[src/rtl/sgrt_pkg.sv]
// ----------------------------------------------------------------------------
// sgrt_pkg
// Shared types, codes and sizes of the sensor gate run timer.
// ----------------------------------------------------------------------------
package sgrt_pkg;

    localparam int SENSOR_COUNT = 4;
    localparam int K_W          = $clog2(SENSOR_COUNT);

    localparam int OP_W    = 2;
    localparam int PORT_W  = 8;
    localparam int TIME_W  = 32;
    localparam int MASK_W  = 8;
    localparam int COUNT_W = 4;
    localparam int TMO_W   = 16;
    localparam int SETL_W  = 16;
    localparam int RETR_W  = 24;
    localparam int CFG_W   = 24;
    localparam int CIDX_W  = 2;

    localparam int IN_DATA_W  = 72;
    localparam int OUT_DATA_W = 56;

    localparam logic [TMO_W-1:0]  TIMEOUT_RST = 16'd10000;
    localparam logic [SETL_W-1:0] SETTLE_RST  = 16'd100;
    localparam logic [RETR_W-1:0] RETRIG_RST  = 24'd1000;

    typedef enum logic [CIDX_W-1:0] {
        REG_TIMEOUT = 2'd0,
        REG_SETTLE  = 2'd1,
        REG_RETRIG  = 2'd2,
        REG_SPARE   = 2'd3
    } reg_idx_t;

    typedef enum logic [OP_W-1:0] {
        OP_ARM    = 2'd0,
        OP_DISARM = 2'd1,
        OP_POLL   = 2'd2,
        OP_EVENT  = 2'd3
    } op_t;

    typedef enum logic [1:0] {
        MODE_IDLE      = 2'd0,
        MODE_ARMED     = 2'd1,
        MODE_MEASURING = 2'd2,
        MODE_COMPLETE  = 2'd3
    } mode_t;

    // forward is end A toward end B
    localparam logic [1:0] DIR_NONE = 2'd0;
    localparam logic [1:0] DIR_FWD  = 2'd1;
    localparam logic [1:0] DIR_REV  = 2'd2;

    // controller to datapath
    typedef struct packed {
        logic latch;
        logic arm;
        logic disarm;
        logic timeout;
        logic scan_step;
        logic wrap;
        logic load_out;
    } cmd_t;

    // datapath to controller
    typedef struct packed {
        op_t   op;
        mode_t mode;
        logic  timeout_hit;
        logic  settle_hit;
        logic  scan_last;
    } stat_t;

endpackage

[src/rtl/sgrt_ctrl.sv]
// ----------------------------------------------------------------------------
// sgrt_ctrl
// Sequencer: takes an item, decides on it, steps the sensor scan and hands
// the result to the output register.
// ----------------------------------------------------------------------------
module sgrt_ctrl (
    input  logic              aclk,
    input  logic              aresetn,
    input  logic              s_tvalid,
    output logic              s_tready,
    output logic              m_tvalid,
    input  logic              m_tready,
    input  sgrt_pkg::stat_t   stat,
    output sgrt_pkg::cmd_t    cmd
);

    typedef enum logic [2:0] {
        S_WAIT,
        S_DECIDE,
        S_SCAN,
        S_WRAP,
        S_FINISH
    } state_t;

    state_t state_reg;
    state_t state_next;
    logic   m_tvalid_reg;
    logic   m_tvalid_next;
    logic   out_free;

    assign out_free = !m_tvalid_reg || m_tready;
    assign s_tready = (state_reg == S_WAIT);
    assign m_tvalid = m_tvalid_reg;

    always_comb begin
        cmd           = '0;
        state_next    = state_reg;
        m_tvalid_next = m_tvalid_reg && !m_tready;
        unique case (state_reg)
            S_WAIT: begin
                if (s_tvalid) begin
                    cmd.latch  = 1'b1;
                    state_next = S_DECIDE;
                end
            end
            S_DECIDE: begin
                state_next = S_FINISH;
                priority if (stat.op == sgrt_pkg::OP_ARM) begin
                    cmd.arm = 1'b1;
                end else if (stat.op == sgrt_pkg::OP_DISARM) begin
                    cmd.disarm = 1'b1;
                end else if (stat.mode == sgrt_pkg::MODE_MEASURING && stat.timeout_hit) begin
                    cmd.timeout = 1'b1;
                end else if ((stat.mode == sgrt_pkg::MODE_MEASURING ||
                              stat.mode == sgrt_pkg::MODE_ARMED) &&
                             stat.op == sgrt_pkg::OP_EVENT &&
                             !(stat.mode == sgrt_pkg::MODE_ARMED && stat.settle_hit)) begin
                    state_next = S_SCAN;
                end else begin
                    state_next = S_FINISH;
                end
            end
            S_SCAN: begin
                cmd.scan_step = 1'b1;
                if (stat.scan_last) begin
                    state_next = S_WRAP;
                end
            end
            S_WRAP: begin
                cmd.wrap   = 1'b1;
                state_next = S_FINISH;
            end
            S_FINISH: begin
                if (out_free) begin
                    cmd.load_out  = 1'b1;
                    m_tvalid_next = 1'b1;
                    state_next    = S_WAIT;
                end
            end
            default: begin
                state_next = S_WAIT;
            end
        endcase
    end

    always_ff @(posedge aclk) begin
        if (!aresetn) begin
            state_reg    <= S_WAIT;
            m_tvalid_reg <= 1'b0;
        end else begin
            state_reg    <= state_next;
            m_tvalid_reg <= m_tvalid_next;
        end
    end

endmodule

[src/rtl/sgrt_dp.sv]
// ----------------------------------------------------------------------------
// sgrt_dp
// Datapath: configuration, run record, timestamp store, running first and
// latest stamps, one sensor checked per scan step, and the output register.
// ----------------------------------------------------------------------------
module sgrt_dp (
    input  logic                                aclk,
    input  logic                                aresetn,
    input  logic                                cfg_wr_en,
    input  logic [sgrt_pkg::CIDX_W-1:0]         cfg_index,
    input  logic [sgrt_pkg::CFG_W-1:0]          cfg_wdata,
    input  logic [sgrt_pkg::OP_W-1:0]           in_op,
    input  logic [sgrt_pkg::IN_DATA_W-1:0]      in_data,
    output logic [sgrt_pkg::OUT_DATA_W-1:0]     out_data,
    input  sgrt_pkg::cmd_t                      cmd,
    output sgrt_pkg::stat_t                     stat
);

    localparam int N    = sgrt_pkg::SENSOR_COUNT;
    localparam int TW   = sgrt_pkg::TIME_W;
    localparam int LAST = N - 1;

    logic [sgrt_pkg::TMO_W-1:0]   timeout_reg;
    logic [sgrt_pkg::SETL_W-1:0]  settle_reg;
    logic [sgrt_pkg::RETR_W-1:0]  retrig_reg;

    sgrt_pkg::op_t                op_reg;
    logic [N-1:0]                 active_reg;
    logic [TW-1:0]                ts_reg;
    logic [TW-1:0]                now_reg;

    sgrt_pkg::mode_t              mode_reg;
    logic [N-1:0]                 recorded_reg;
    logic [TW-1:0]                stamp_reg [N];
    logic [sgrt_pkg::COUNT_W-1:0] count_reg;
    logic [1:0]                   dir_reg;
    logic [TW-1:0]                run_start_reg;
    logic [TW-1:0]                arm_moment_reg;
    logic [TW-1:0]                duration_reg;
    logic [TW-1:0]                latest_reg;
    logic [TW-1:0]                first_reg;
    logic                         done_reg;
    logic [sgrt_pkg::K_W-1:0]     k_reg;
    logic [sgrt_pkg::OUT_DATA_W-1:0] out_reg;

    logic [TW-1:0] run_age;
    logic [TW-1:0] arm_age;
    logic [TW-1:0] since_latest;
    logic          take_k;
    logic          end_a;
    logic          end_b;

    assign run_age      = now_reg - run_start_reg;
    assign arm_age      = now_reg - arm_moment_reg;
    assign since_latest = ts_reg - latest_reg;

    // sensor k is new, active and clear of the retrigger guard
    assign take_k = !recorded_reg[k_reg] && active_reg[k_reg] &&
                    !(count_reg != '0 &&
                      since_latest < {{(TW-sgrt_pkg::RETR_W){1'b0}}, retrig_reg});

    assign end_a = recorded_reg[0];
    assign end_b = recorded_reg[LAST];

    assign stat.op          = op_reg;
    assign stat.mode        = mode_reg;
    assign stat.timeout_hit = run_age > {{(TW-sgrt_pkg::TMO_W){1'b0}}, timeout_reg};
    assign stat.settle_hit  = arm_age < {{(TW-sgrt_pkg::SETL_W){1'b0}}, settle_reg};
    assign stat.scan_last   = (k_reg == sgrt_pkg::K_W'(LAST));

    assign out_data = out_reg;

    always_ff @(posedge aclk) begin
        if (!aresetn) begin
            timeout_reg <= sgrt_pkg::TIMEOUT_RST;
            settle_reg  <= sgrt_pkg::SETTLE_RST;
            retrig_reg  <= sgrt_pkg::RETRIG_RST;
        end else if (cfg_wr_en) begin
            unique case (sgrt_pkg::reg_idx_t'(cfg_index))
                sgrt_pkg::REG_TIMEOUT: timeout_reg <= cfg_wdata[sgrt_pkg::TMO_W-1:0];
                sgrt_pkg::REG_SETTLE:  settle_reg  <= cfg_wdata[sgrt_pkg::SETL_W-1:0];
                sgrt_pkg::REG_RETRIG:  retrig_reg  <= cfg_wdata[sgrt_pkg::RETR_W-1:0];
                default: begin
                end
            endcase
        end
    end

    // latched item, timestamp store writes and output payload
    always_ff @(posedge aclk) begin
        if (cmd.latch) begin
            op_reg     <= sgrt_pkg::op_t'(in_op);
            active_reg <= ~in_data[N-1:0];
            ts_reg     <= in_data[8 +: TW];
            now_reg    <= in_data[40 +: TW];
        end
        if (cmd.load_out) begin
            out_reg <= {7'd0, duration_reg, count_reg,
                        {(sgrt_pkg::MASK_W-N){1'b0}}, recorded_reg,
                        dir_reg, done_reg, mode_reg};
        end
        if (cmd.scan_step && take_k) begin
            stamp_reg[k_reg] <= ts_reg;
        end
    end

    always_ff @(posedge aclk) begin
        if (!aresetn) begin
            mode_reg       <= sgrt_pkg::MODE_IDLE;
            recorded_reg   <= '0;
            count_reg      <= '0;
            dir_reg        <= sgrt_pkg::DIR_NONE;
            run_start_reg  <= '0;
            arm_moment_reg <= '0;
            duration_reg   <= '0;
            latest_reg     <= '0;
            first_reg      <= '1;
            done_reg       <= 1'b0;
            k_reg          <= '0;
        end else begin
            if (cmd.latch) begin
                done_reg <= 1'b0;
                k_reg    <= '0;
            end
            if (cmd.arm) begin
                recorded_reg   <= '0;
                count_reg      <= '0;
                dir_reg        <= sgrt_pkg::DIR_NONE;
                run_start_reg  <= '0;
                duration_reg   <= '0;
                latest_reg     <= '0;
                first_reg      <= '1;
                arm_moment_reg <= now_reg;
                mode_reg       <= sgrt_pkg::MODE_ARMED;
            end
            if (cmd.disarm) begin
                mode_reg <= sgrt_pkg::MODE_IDLE;
            end
            if (cmd.timeout) begin
                mode_reg <= sgrt_pkg::MODE_COMPLETE;
                done_reg <= 1'b1;
            end
            if (cmd.scan_step) begin
                k_reg <= k_reg + 1'b1;
                if (take_k) begin
                    recorded_reg[k_reg] <= 1'b1;
                    count_reg           <= count_reg + 1'b1;
                    if (ts_reg > latest_reg) begin
                        latest_reg <= ts_reg;
                    end
                    if (ts_reg < first_reg) begin
                        first_reg <= ts_reg;
                    end
                    if (count_reg == '0) begin
                        run_start_reg <= now_reg;
                        mode_reg      <= sgrt_pkg::MODE_MEASURING;
                    end
                end
            end
            if (cmd.wrap) begin
                if (dir_reg == sgrt_pkg::DIR_NONE && count_reg >= 4'd2) begin
                    priority if (end_a && end_b) begin
                        dir_reg <= (stamp_reg[0] < stamp_reg[LAST]) ?
                                   sgrt_pkg::DIR_FWD : sgrt_pkg::DIR_REV;
                    end else if (end_a) begin
                        dir_reg <= sgrt_pkg::DIR_FWD;
                    end else if (end_b) begin
                        dir_reg <= sgrt_pkg::DIR_REV;
                    end else begin
                        dir_reg <= sgrt_pkg::DIR_NONE;
                    end
                end
                if (count_reg >= sgrt_pkg::COUNT_W'(N)) begin
                    duration_reg <= latest_reg - first_reg;
                    mode_reg     <= sgrt_pkg::MODE_COMPLETE;
                    done_reg     <= 1'b1;
                end
            end
        end
    end

endmodule

[src/rtl/sensor_gate_run_timer_core.sv]
// ----------------------------------------------------------------------------
// sensor_gate_run_timer_core
// Run timer for a row of optical gate sensors.
//
// Each input item carries an operation in s_tuser (arm, disarm, poll, poll
// with sensor event) and in s_tdata the captured port levels, the event
// microsecond stamp and the current millisecond time. Every item gives
// exactly one result item on the m_ channel: run state, done flag,
// direction, fired mask and count, and the run duration.
// An item is taken only when the previous one has left the sequencer. Arm,
// disarm, plain polls, dropped events and timeouts go from the decide state
// to the finish state, which loads the result; a scanned event goes through
// the scan states, one sensor per cycle through the retrigger compare, and
// the wrap state before the finish state. The result register lets a new item
// in while a result waits; if the receiver holds m_tready low the next result
// waits in the sequencer and no further item is taken. Reset (aresetn low,
// synchronous) clears the run record, puts the timer idle and loads the default
// timeout, settle and retrigger settings. Settings are written through cfg_wr_en
// by the user only while idle; the block itself does not enforce this.
// ----------------------------------------------------------------------------
module sensor_gate_run_timer_core (
    input  logic                                aclk,
    input  logic                                aresetn,
    input  logic                                cfg_wr_en,
    input  logic [sgrt_pkg::CIDX_W-1:0]         cfg_index,
    input  logic [sgrt_pkg::CFG_W-1:0]          cfg_wdata,
    input  logic                                s_tvalid,
    output logic                                s_tready,
    // port_bits[7:0], event_us[39:8], now_ms[71:40]
    input  logic [sgrt_pkg::IN_DATA_W-1:0]      s_tdata,
    // operation[1:0]
    input  logic [sgrt_pkg::OP_W-1:0]           s_tuser,
    output logic                                m_tvalid,
    input  logic                                m_tready,
    // run_state[1:0], run_done[2], direction[4:3], fired_mask[12:5],
    // fired_count[16:13], run_duration_us[48:17], zero fill [55:49]
    output logic [sgrt_pkg::OUT_DATA_W-1:0]     m_tdata
);

    sgrt_pkg::cmd_t  cmd;
    sgrt_pkg::stat_t stat;

    sgrt_ctrl u_ctrl (
        .aclk     (aclk),
        .aresetn  (aresetn),
        .s_tvalid (s_tvalid),
        .s_tready (s_tready),
        .m_tvalid (m_tvalid),
        .m_tready (m_tready),
        .stat     (stat),
        .cmd      (cmd)
    );

    sgrt_dp u_dp (
        .aclk      (aclk),
        .aresetn   (aresetn),
        .cfg_wr_en (cfg_wr_en),
        .cfg_index (cfg_index),
        .cfg_wdata (cfg_wdata),
        .in_op     (s_tuser),
        .in_data   (s_tdata),
        .out_data  (m_tdata),
        .cmd       (cmd),
        .stat      (stat)
    );

endmodule

[config.mk]
export PLATFORM = sky130hd
export DESIGN_NAME = sensor_gate_run_timer_core
export DESIGN_NICKNAME = d
export VERILOG_FILES = /design/src/rtl/sgrt_pkg.sv /design/src/rtl/sgrt_ctrl.sv /design/src/rtl/sgrt_dp.sv /design/src/rtl/sensor_gate_run_timer_core.sv
export SDC_FILE = /design/constraint.sdc
export NUM_CORES = 1
export LEC_CHECK = 0
export BUFFER_PORTS_ARGS = -buffer_cell sky130_fd_sc_hd__buf_2
export CAP_MARGIN = 20
export CORE_UTILIZATION = 60
export CTS_CLUSTER_DIAMETER = 120
export DETAILED_ROUTE_END_ITERATION = 7
export PLACE_DENSITY = 0.79
export SLEW_MARGIN = 10
export SYNTH_ARGS = -nofsm -noshare
export SYNTH_HDL_FRONTEND = slang
export SYNTH_HIERARCHICAL = 1
export SYNTH_SLANG_ARGS = --single-unit
[constraint.sdc]
create_clock -name aclk -period 8.6 [get_ports aclk]
set_input_delay 2.58 -clock aclk [delete_from_list [all_inputs] [get_ports aclk]]
set_output_delay 2.58 -clock aclk [all_outputs]
set_load 0.02 [all_outputs]
; Yosys cells after proc, flatten, opt, wreduce, memory -nomap -nowiden
; Memories as Yosys holds them, arrays and structs flattened.
; Index checks and enable logic that the tools add are counted.
[totals]
mem_bits_rw = 128
output_inout_bits = 58
reg_bits = 350
memories = 1
[mem_list]
columns = name, words, width, rd, rd_clocked_by_memory_dff, write_ports, line_no
row1 = u_dp.stamp_reg, 4, 32, 2, 0, 1, sgrt_dp.sv:34  ; logic [TW-1:0] stamp_reg [N];
[op_classes]
n_bitwise = 2
n_eq_ne = 14
reduce_logical = 30
mux = 73
magnitude_cmp = 10
n_addsub = 6
[op_table]
columns = op, count
row1 = $mux 32, 15
row2 = $sub 32x32->32, 4
row3 = $lt 32x32->1, 2
row4 = $mux 2, 18
row5 = $gt 32x16->1, 1
row6 = $gt 32x32->1, 1
row7 = $lt 32x16->1, 1
row8 = $lt 32x24->1, 1
row9 = $mux 4, 7
row10 = $mux 3, 8
row11 = $mux 1, 21
row12 = $pmux 3 s5, 1
row13 = $logic_and 1x1->1, 12
row14 = $eq 2x2->1 const B, 4
row15 = $eq 2x1->1 const B, 3
row16 = $eq 3x2->1 const B, 2
row17 = $logic_not 2->1, 3
row18 = $reduce_and 2->1, 3
row19 = $logic_not 1->1, 5
row20 = $add 4x1->4 const B, 1
row21 = $bmux 1 s2, 2
row22 = $ge 4x2->1 const B, 1
row23 = $ge 4x3->1 const B, 1
row24 = $logic_not 4->1, 1
row25 = other kinds (15), 17

; Longest topological paths before layout
; Gate-level depths: netlist (run 1).
[depth]
depth_word = 15
depth_mapped = 26

; Modules after synthesis
; The synthesis (run 1) kept the hierarchy.
[modules_own_cells]
columns = mod, instances, cells_per_inst, area_per_inst_um2
row1 = sgrt_dp, 1, 2605, 24274.5
row2 = sgrt_ctrl, 1, 35, 300.3

; Least setup slack after synthesis (run 1)
; No wires, ideal clock.
[synth_timing]
kind = reg-to-reg
from = register u_dp.ts_reg[0]
to = memory u_dp/stamp_reg[0][0] in the netlist's numbering (enable)
period_less_slack_ns = 5.334
path_slack_ns = 3.266
stages_incl_launch_ff = 22
t_arrival_ns = 4.930
path_buffers = 0
required_ns = 8.196
path_cell_list = edfxtp_1 > inv_1 > ha_1 > inv_1 > fa_1 > a21o_1 > nor2b_1 > nor3_1 > o21ai_0 > o21ai_0 > nand2b_1 > a21oi_1 > xnor2_1 > ha_1 > a2111oi_0 > a21oi_1 > a2111oi_0 > o21ai_0 > mux2i_1 > o2111ai_1 > or3b_4 > and3_1
[synth_between]
elab_chain_len = 8
[synth_lines]
columns = element, line_no
row1 = "start, declared", sgrt_dp.sv:29  ; logic [TW-1:0] ts_reg;
row2 = "start signal, assigned", sgrt_dp.sv:94  ; ts_reg <= in_data[8 +: TW];
row3 = $sub 32x32->32, sgrt_dp.sv:55  ; assign since_latest = ts_reg - latest_reg;
row4 = $lt 32x24->1, sgrt_dp.sv:60  ; since_latest < {{(TW-sgrt_pkg::RETR_W){1'b0}}, retrig_reg});
row5 = $logic_and 1x1->1, sgrt_dp.sv:59  ; !(count_reg != '0 &&
row6 = $logic_not 1->1, sgrt_dp.sv:59
row7 = $logic_and 1x1->1, sgrt_dp.sv:58  ; assign take_k = !recorded_reg[k_reg] && active_reg[k_reg] &&
row8 = $logic_and 1x1->1, sgrt_dp.sv:102  ; if (cmd.scan_step && take_k) begin
row9 = $mux 1, sgrt_dp.sv:102
row10 = $mux 1 (not written as such), sgrt_dp.sv:103  ; stamp_reg[k_reg] <= ts_reg;
row11 = "end, declared", sgrt_dp.sv:34
; No other way between the ends.

; Worst setup path in the final report (run 1)
[layout_timing]
from = register u_dp.ts_reg[0]
to = register u_dp.first_reg[11]
[layout_between]
elab_chain_len = 7
elab_cells_between_ends = 9
[layout_lines]
columns = element, line_no
row1 = $sub 32x32->32, sgrt_dp.sv:55
row2 = $lt 32x24->1, sgrt_dp.sv:60
row3 = $logic_and 1x1->1, sgrt_dp.sv:59
row4 = $logic_not 1->1, sgrt_dp.sv:59
row5 = $logic_and 1x1->1, sgrt_dp.sv:58
row6 = $mux 32 (*), sgrt_dp.sv:145  ; if (take_k) begin
row7 = $mux 32 (*), sgrt_dp.sv:143  ; if (cmd.scan_step) begin
row8 = "end signal, assigned", sgrt_dp.sv:152  ; first_reg <= ts_reg;
row9 = "end, declared", sgrt_dp.sv:41  ; logic [TW-1:0] first_reg;
; Every way passes the cells marked *; elsewhere a longest branch is shown, timed or not.
; A chain may end at the register's enable or synchronous reset.

==> impl_metrics.py, run 1 <==
metrics = {
    "placement": {
        "gp_congestion": 0.924,
        "place_area_um2": 25600,
        "port_buffers": 147,
        "dp_hpwl_mm": 43.3,
    },
    "global_routing": {
        "overflow": 0,
        "grt_start_max_net_pins": 126,
        "track_usage_pct": 28.4,
        "grt_pass1_vias": 19200,
        "grt_pass1_wl_mm": 95.3,
        "antenna_found_initial": 0,
    },
    "cells_and_area": {
        "drive_above_1_share_pct": 9.99,
        "multi_input_area_um2": 13000,
        "nFillCells": 3110,
        "nets": 3104,
        "diodes": 0,
        "largest_reg_flops": 64,
        "seq_area_um2": 10100,
        "fin_area_um2": 27300,
        "utilization_pct": 68.0,
        "area_growth_pct": 11.0,
    },
    "sta": {
        "period_needed_ns": 6.53,
        "fmaxAchievable_mhz": 153,
        "timing_worst_slew_pin_value_ns": 1.03,
        "clock_skew_ns": 0.0243,
        "hold_viol": 0,
        "drv_slew": 0,
        "period_share_pct": 75.9,
        "rsz0062_at_grt": "no",
        "relSlewSlack_pct": 30.9,
        "setup_viol": 0,
        "setup_tns_ns": 0,
    },
    "route": {
        "vias_per_cell": 5.90,
        "ant_nets": 0,
        "dr.pass1.iters": 5,
        "post_drt_wl_per_cell_um": 18.0,
        "drc": 0,
        "vias": 19500,
        "drt_iter0_drc": 1289,
        "wirelength_mm": 59.6,
    },
    "critical_path": {
        "critPathMaxStageDelay_ns": 0.76,
        "slowest_stage": "a2111oi_0",
        "r2r_start": "u_dp/ts_reg[0]$_DFFE_PP_",
        "regToRegEndpoint": "u_dp/first_reg[11]$_SDFF_PN1_",
        "required_ns": 8.99,
        "crit_fanout": 68,
        "crit_path_start_kind": "flop",
        "crit_family": "compound AO/OA/AOI/OAI gates",
        "crit_chain": "inv_1 > ha_1 > inv_1 > fa_1 > a21o_1 > nor2b_1 > nor3_1 > o21ai_0 > o21ai_0 > nand2b_1 > a21oi_1 > xnor2_1 > ha_1 > a2111oi_0 > a21oi_1 > a2111oi_0 > o21ai_0 > mux2i_1 > o2111ai_1 > nor3b_1 > nor2_4 > buf_4 > a211oi_1 > a41oi_1",
        "crit_buf_inv": 3,
        "r2r_slack_ns": 2.07,
        "crit_top_cell": "o21ai_0",
        "cp.arrival_ns": 6.91,
        "r2r_cells": 24,
        "end_kind": "flop",
        "worstSetupPathType": "flop to flop",
    },
    "power_and_ir_drop": {
        "leakagePower_uw": 0.0114,
        "ir_worst_vdd_v": 0.000173,
        "total_power_uw": 4760,
        "power_density_nw_per_um2": 175,
    },
    "floorplanning": {
        "die_y_um": 204,
        "io_pins": 163,
        "die-area_um2": 41800,
        "core-area_um2": 40100,
        "start_util_pct": 61.3,
        "num_rows": 73,
        "die_w_um": 204,
    },
    "synth": {
        "ys_ff_latch": 414,
        "ys_seq_area_share_pct": 41.0,
        "synth_top_flop_cell": "dfxtp_1",
        "syn_area_um2": 24600,
        "synthTopCellsByCount": "298 x inv_1, 292 x nand2_1, 250 x ha_1, 235 x dfxtp_1, 179 x edfxtp_1",
        "synth_edf_count": 179,
        "avgSynthCellArea_um2": 9.31,
        "async_flop_share_pct": 0,
        "synth_top_area_share_pct": 21.9,
        "ys.warnings.count": 6,
        "synth.most_common_cell": "inv_1",
        "yosysTopAreaCell": "edfxtp_1",
        "netlist_instances": 2640,
        "synth_cell_types": 85,
        "synthTopCellsByArea": "edfxtp_1 22%, dfxtp_1 19%, ha_1 13%, inv_1 4.6%, nand2_1 4.5%",
    },
    "clocking": {
        "cts_max_path_buffers": 3,
        "clk_latency_ns": 0.58,
        "cts_setup_buffers": 0,
        "cts_tree": "yes",
        "root_buffer": "clkbuf_16",
        "cts_resized": 0,
        "clk_pin_slew_ns": 0.06,
        "htreeDepth": 2,
        "ctsHoldBuffers": 0,
        "cts_made_buffers": 46,
        "cts_num_sinks": 414,
    },
    "worst_hold_path": {
        "holdPathEnd": "u_dp/out_data[44]$_DFFE_PP_",
        "hold_path_class": "flop to flop",
        "hold_start": "u_dp/duration_reg[27]$_SDFF_PN0_",
        "hold_path_depth": 0,
    },
    "run": {
        "cap_violations": 0,
    },
    "outcome": {
        "status": "finished, final reports clean",
    },
}
logic make-up (layout without fill, tap and decap cells):
kind of cell | after synthesis | after routing | share of synthesized area [%]
DFF | 414 | 414 | 41.0
xor gates and xnor gates | 82 | 82 | 2.92
AOI/OAI and AO/OA | 680 | 680 | 18.6
buffers and inverters | 411 | 544 | 6.62
muxes | 77 | 77 | 3.15
other | 1 | 11 | 0.0153
adders and majority gates | 254 | 254 | 13.1
and+or+nand+nor | 721 | 721 | 14.6
power breakdown:
part,internal (uW),leakage (uW),switching [uW]
Sequential,2100,0.00357,49.5
Combinational,241,0.00706,355
Clock,1210,0.000766,810
worst reg2reg max path: stages, from the launching register on:
cell       delay [ns]
edfxtp_1         0.45
inv_1            0.11
ha_1             0.17
inv_1            0.06
fa_1             0.41
a21o_1           0.19
nor2b_1          0.14
nor3_1           0.36
o21ai_0          0.20
o21ai_0          0.28
nand2b_1         0.09
a21oi_1          0.18
xnor2_1          0.15
ha_1             0.28
a2111oi_0        0.42
a21oi_1          0.12
a2111oi_0        0.76
o21ai_0          0.21
mux2i_1          0.21
o2111ai_1        0.19
nor3b_1          0.45
nor2_4           0.04
buf_4            0.34
a211oi_1         0.43
a41oi_1          0.11
worst max-delay path by stage:
stage                             startpoint                        endpoint  slack [ns]  depth (start not counted)
floorplan           u_dp/ts_reg[0]$_DFFE_PP_  u_dp/stamp_reg[0][0]$_DFFE_PP_        3.27                         21
global placement    u_dp/ts_reg[0]$_DFFE_PP_    u_dp/first_reg[0]$_SDFF_PN1_        2.38                         24
detailed placement  u_dp/ts_reg[0]$_DFFE_PP_   u_dp/first_reg[12]$_SDFF_PN1_        2.19                         24
CTS                 u_dp/ts_reg[0]$_DFFE_PP_   u_dp/first_reg[11]$_SDFF_PN1_        2.03                         24
global route        u_dp/ts_reg[0]$_DFFE_PP_   u_dp/first_reg[11]$_SDFF_PN1_        1.49                         24
finish              u_dp/ts_reg[0]$_DFFE_PP_   u_dp/first_reg[11]$_SDFF_PN1_        2.07                         24
metrics by stage:
| stage | worst slack [ns] | cells | hold WS, ns |
|---|---|---|---|
| final | 2.07 | 3308 | 0.428 |
| after global routing | 1.49 | 3308 | 0.433 |
| after CTS | 2.03 | 3306 | 0.429 |
| after detailed placement | 2.19 | 3220 | 0.411 |
| after global placement | 2.38 | 3220 | 0.411 |
| after floorplan | 3.27 | 2650 | 0.400 |
placed cells by master, fill, tap and decap left out, types with 19 or more instances in the layout:
master	instances
buf_2	146
xnor2_1	44
clkbuf_16	47
nor2_1	79
ha_1	250
mux2i_1	74
edfxtp_1	179
nand3_1	77
nand2b_1	25
a21o_1	83
a31oi_1	19
dfxtp_1	235
nand3b_1	22
o211ai_1	26
nor2b_1	59
nand2_1	291
a21boi_0	52
and2_1	19
a41oi_1	33
a21oi_1	128
a211oi_1	49
o21a_1	31
inv_1	298
nor3_1	37
xor2_1	38
nand4_1	38
o21ai_0	143
area by class of cell:
type / count / area share, %
tap: 525 / 2.41
clock inverter: 23 / 1.05
inverter: 298 / 4.10
clock buffer: 63 / 4.72
sequential: 414 / 37.0
multi-input combinational: 1825 / 47.6
timing repair buffer: 160 / 3.22
layer usage:
metal  routed length [um]  global-route usage, %
met1                25300                   34.8
met2                29500                   50.5
met3                 2950                   3.56
met4                 1870                   10.7
met5                    0                      0
Note: power is estimated with default switching activity, not from simulation.
==> run 2: changes to the inputs <==
- CORE_UTILIZATION: 60 -> 56
- PLACE_DENSITY: 0.79 -> 0.78
- clock period: 8.6 -> 5.2 ns (I/O delays scaled with it)
==> impl_metrics.py, run 2 (synthesized netlist as in run 1, its figures left out) <==
metrics = {
    "global_routing": {
        "grt_pass1_vias": 19700,
        "track_usage_pct": 27.7,
        "overflow": 0,
        "grt_pass1_wl_mm": 98.8,
        "grt_start_max_net_pins": 93,
        "antenna_found_initial": 0,
    },
    "cells_and_area": {
        "diodes": 0,
        "largest_reg_flops": 64,
        "nFillCells": 3468,
        "layout_common_cells": "296 x inv_1, 291 x nand2_1, 237 x ha_1",
        "fin_area_um2": 28600,
        "drive_above_1_share_pct": 15.6,
        "nets": 3197,
        "final_common_cell": "inv_1",
        "area_growth_pct": 16.5,
    },
    "clocking": {
        "htreeDepth": 2,
        "cts_tree": "yes",
        "clk_latency_ns": 0.57,
        "cts_max_path_buffers": 3,
        "cts_made_buffers": 44,
        "ctsHoldBuffers": 0,
        "clk_pin_slew_ns": 0.06,
        "cts_num_sinks": 414,
        "root_buffer": "clkbuf_16",
    },
    "floorplanning": {
        "num_rows": 76,
        "start_util_pct": 56.9,
        "die-area_um2": 44700,
        "die_y_um": 211,
        "core-area_um2": 43200,
        "io_pins": 163,
        "die_w_um": 211,
    },
    "critical_path": {
        "regToRegEndpoint": "u_dp/mode_reg[0]$_SDFF_PN0_",
        "crit_fanout": 5,
        "r2r_slack_ns": 0.15,
        "r2r_cells": 23,
        "crit_path_start_kind": "flop",
        "r2r_start": "u_dp/now_reg[2]$_DFFE_PP_",
        "cp.arrival_ns": 5.49,
        "end_kind": "flop",
        "required_ns": 5.64,
        "worstSetupPathType": "flop to flop",
    },
    "power_and_ir_drop": {
        "power_density_nw_per_um2": 278,
        "ir_worst_vdd_v": 0.000258,
        "leakagePower_uw": 0.0119,
    },
    "route": {
        "drc": 0,
        "wirelength_mm": 62.6,
        "vias": 20000,
        "ant_nets": 0,
        "post_drt_wl_per_cell_um": 18.1,
        "drt_iter0_drc": 1308,
        "dr.pass1.iters": 7,
        "vias_per_cell": 5.80,
    },
    "sta": {
        "hold_viol": 0,
        "fmaxAchievable_mhz": 198,
        "setup_viol": 0,
        "relSlewSlack_pct": 35.0,
        "rsz0062_at_grt": "yes",
        "drv_slew": 0,
        "setup_tns_ns": 0,
        "clock_skew_ns": 0.0134,
        "period_needed_ns": 5.05,
        "timing_worst_slew_pin_value_ns": 0.976,
        "period_share_pct": 97.1,
    },
    "worst_hold_path": {
        "hold_path_depth": 0,
        "holdPathEnd": "u_dp/out_data[44]$_DFFE_PP_",
        "hold_start": "u_dp/duration_reg[27]$_SDFF_PN0_",
        "hold_path_class": "flop to flop",
    },
    "placement": {
        "place_area_um2": 26400,
        "dp_hpwl_mm": 45.3,
        "port_buffers": 147,
        "gp_congestion": 0.938,
    },
    "run": {
        "cap_violations": 0,
    },
    "outcome": {
        "status": "finished, final reports clean",
    },
}
==> run 2: cell count changes in the layout (fill, tap and decap cells not counted), moves of 9 or more <==
cell      delta
a211oi_2    +14
o21ai_0     -11
a211oi_1    -15
buf_12      +12
a21oi_2      +9
buf_4       +84
ha_1        -13
a21oi_1     -11
==> run 2: metrics by stage <==
step	hold WS [ns]	std cells	setup WS, ns	util (%)	total power (uW)
floorplan	0.400	2650	0.0687	-	4300
global placement	0.414	3358	-0.372	61.2	4610
detailed placement	0.407	3359	-0.327	61.2	4640
CTS	0.432	3447	0.00299	65.4	7950
global route	0.445	3457	-0.0895	66.3	8260
finish	0.432	3457	0.151	66.3	7950
==> run 2: worst max-delay path, stage by stage (launching register included) <==
cell	delay, ns
edfxtp_1	0.43
buf_4	0.17
ha_2	0.36
o21a_1	0.13
o31a_1	0.15
o21ai_1	0.06
buf_4	0.15
a211oi_4	0.28
nand2b_1	0.18
a21oi_2	0.08
xnor2_1	0.13
ha_1	0.29
a21oi_1	0.17
o21ai_1	0.12
a21o_1	0.21
a2111oi_4	0.36
a21oi_2	0.13
nor4_2	0.31
nand4_1	0.15
a2111oi_2	0.31
nand4_1	0.22
nand3_1	0.13
nor3_1	0.08
o311a_1	0.33
==> run 2: layer usage <==
| metal | wire length, um | track usage, % | share of wire (%) |
|---|---|---|---|
| met5 | 0 | 0 | 0 |
| met2 | 30800 | 49.0 | 49 |
| met1 | 26700 | 34.0 | 43 |
| met4 | 2130 | 10.9 | 3.4 |
| met3 | 2930 | 3.59 | 4.7 |
==> run 2: worst max path at each step <==
stage,start,to,slack (ns),depth (start not counted)
after CTS,u_dp/now_reg[0]$_DFFE_PP_,u_ctrl/state_reg[2]$_SDFFE_PN0P_,0.003,24
after floorplan,u_dp/ts_reg[0]$_DFFE_PP_,u_dp/stamp_reg[0][0]$_DFFE_PP_,0.07,21
final,u_dp/now_reg[2]$_DFFE_PP_,u_dp/mode_reg[0]$_SDFF_PN0_,0.15,23
after detailed placement,u_dp/ts_reg[0]$_DFFE_PP_,u_dp/stamp_reg[0][15]$_DFFE_PP_,-0.33,23
after global routing,u_dp/ts_reg[0]$_DFFE_PP_,u_dp/latest_reg[2]$_SDFF_PN0_,-0.09,24
after global placement,u_dp/ts_reg[0]$_DFFE_PP_,u_dp/stamp_reg[3][15]$_DFFE_PP_,-0.37,23
==> run 2: power by group <==
group	internal [uW]	switching, uW	leakage (uW)	total [uW]
Combinational	472	658	0.00762	1130
Sequential	3470	67.8	0.00357	3540
Clock	2000	1280	0.000745	3290
==> run 2: timing repair <==
item,4_1_cts,5_1_grt
cloned,2,0
pin swaps,19,59
gates resized for setup,36,80
setup endpoints to repair,141,141
buffers inserted,6,11
==> run 2: final cells by class <==
type	instances	area [um2]	area share [%]
clock buffer	61	1310	4.57
clock inverter	19	226	0.791
inverter	298	1120	3.91
multi-input combinational	1825	13400	47.0
sequential	414	10100	35.2
tap	585	732	2.56
timing repair buffer	255	1710	5.96
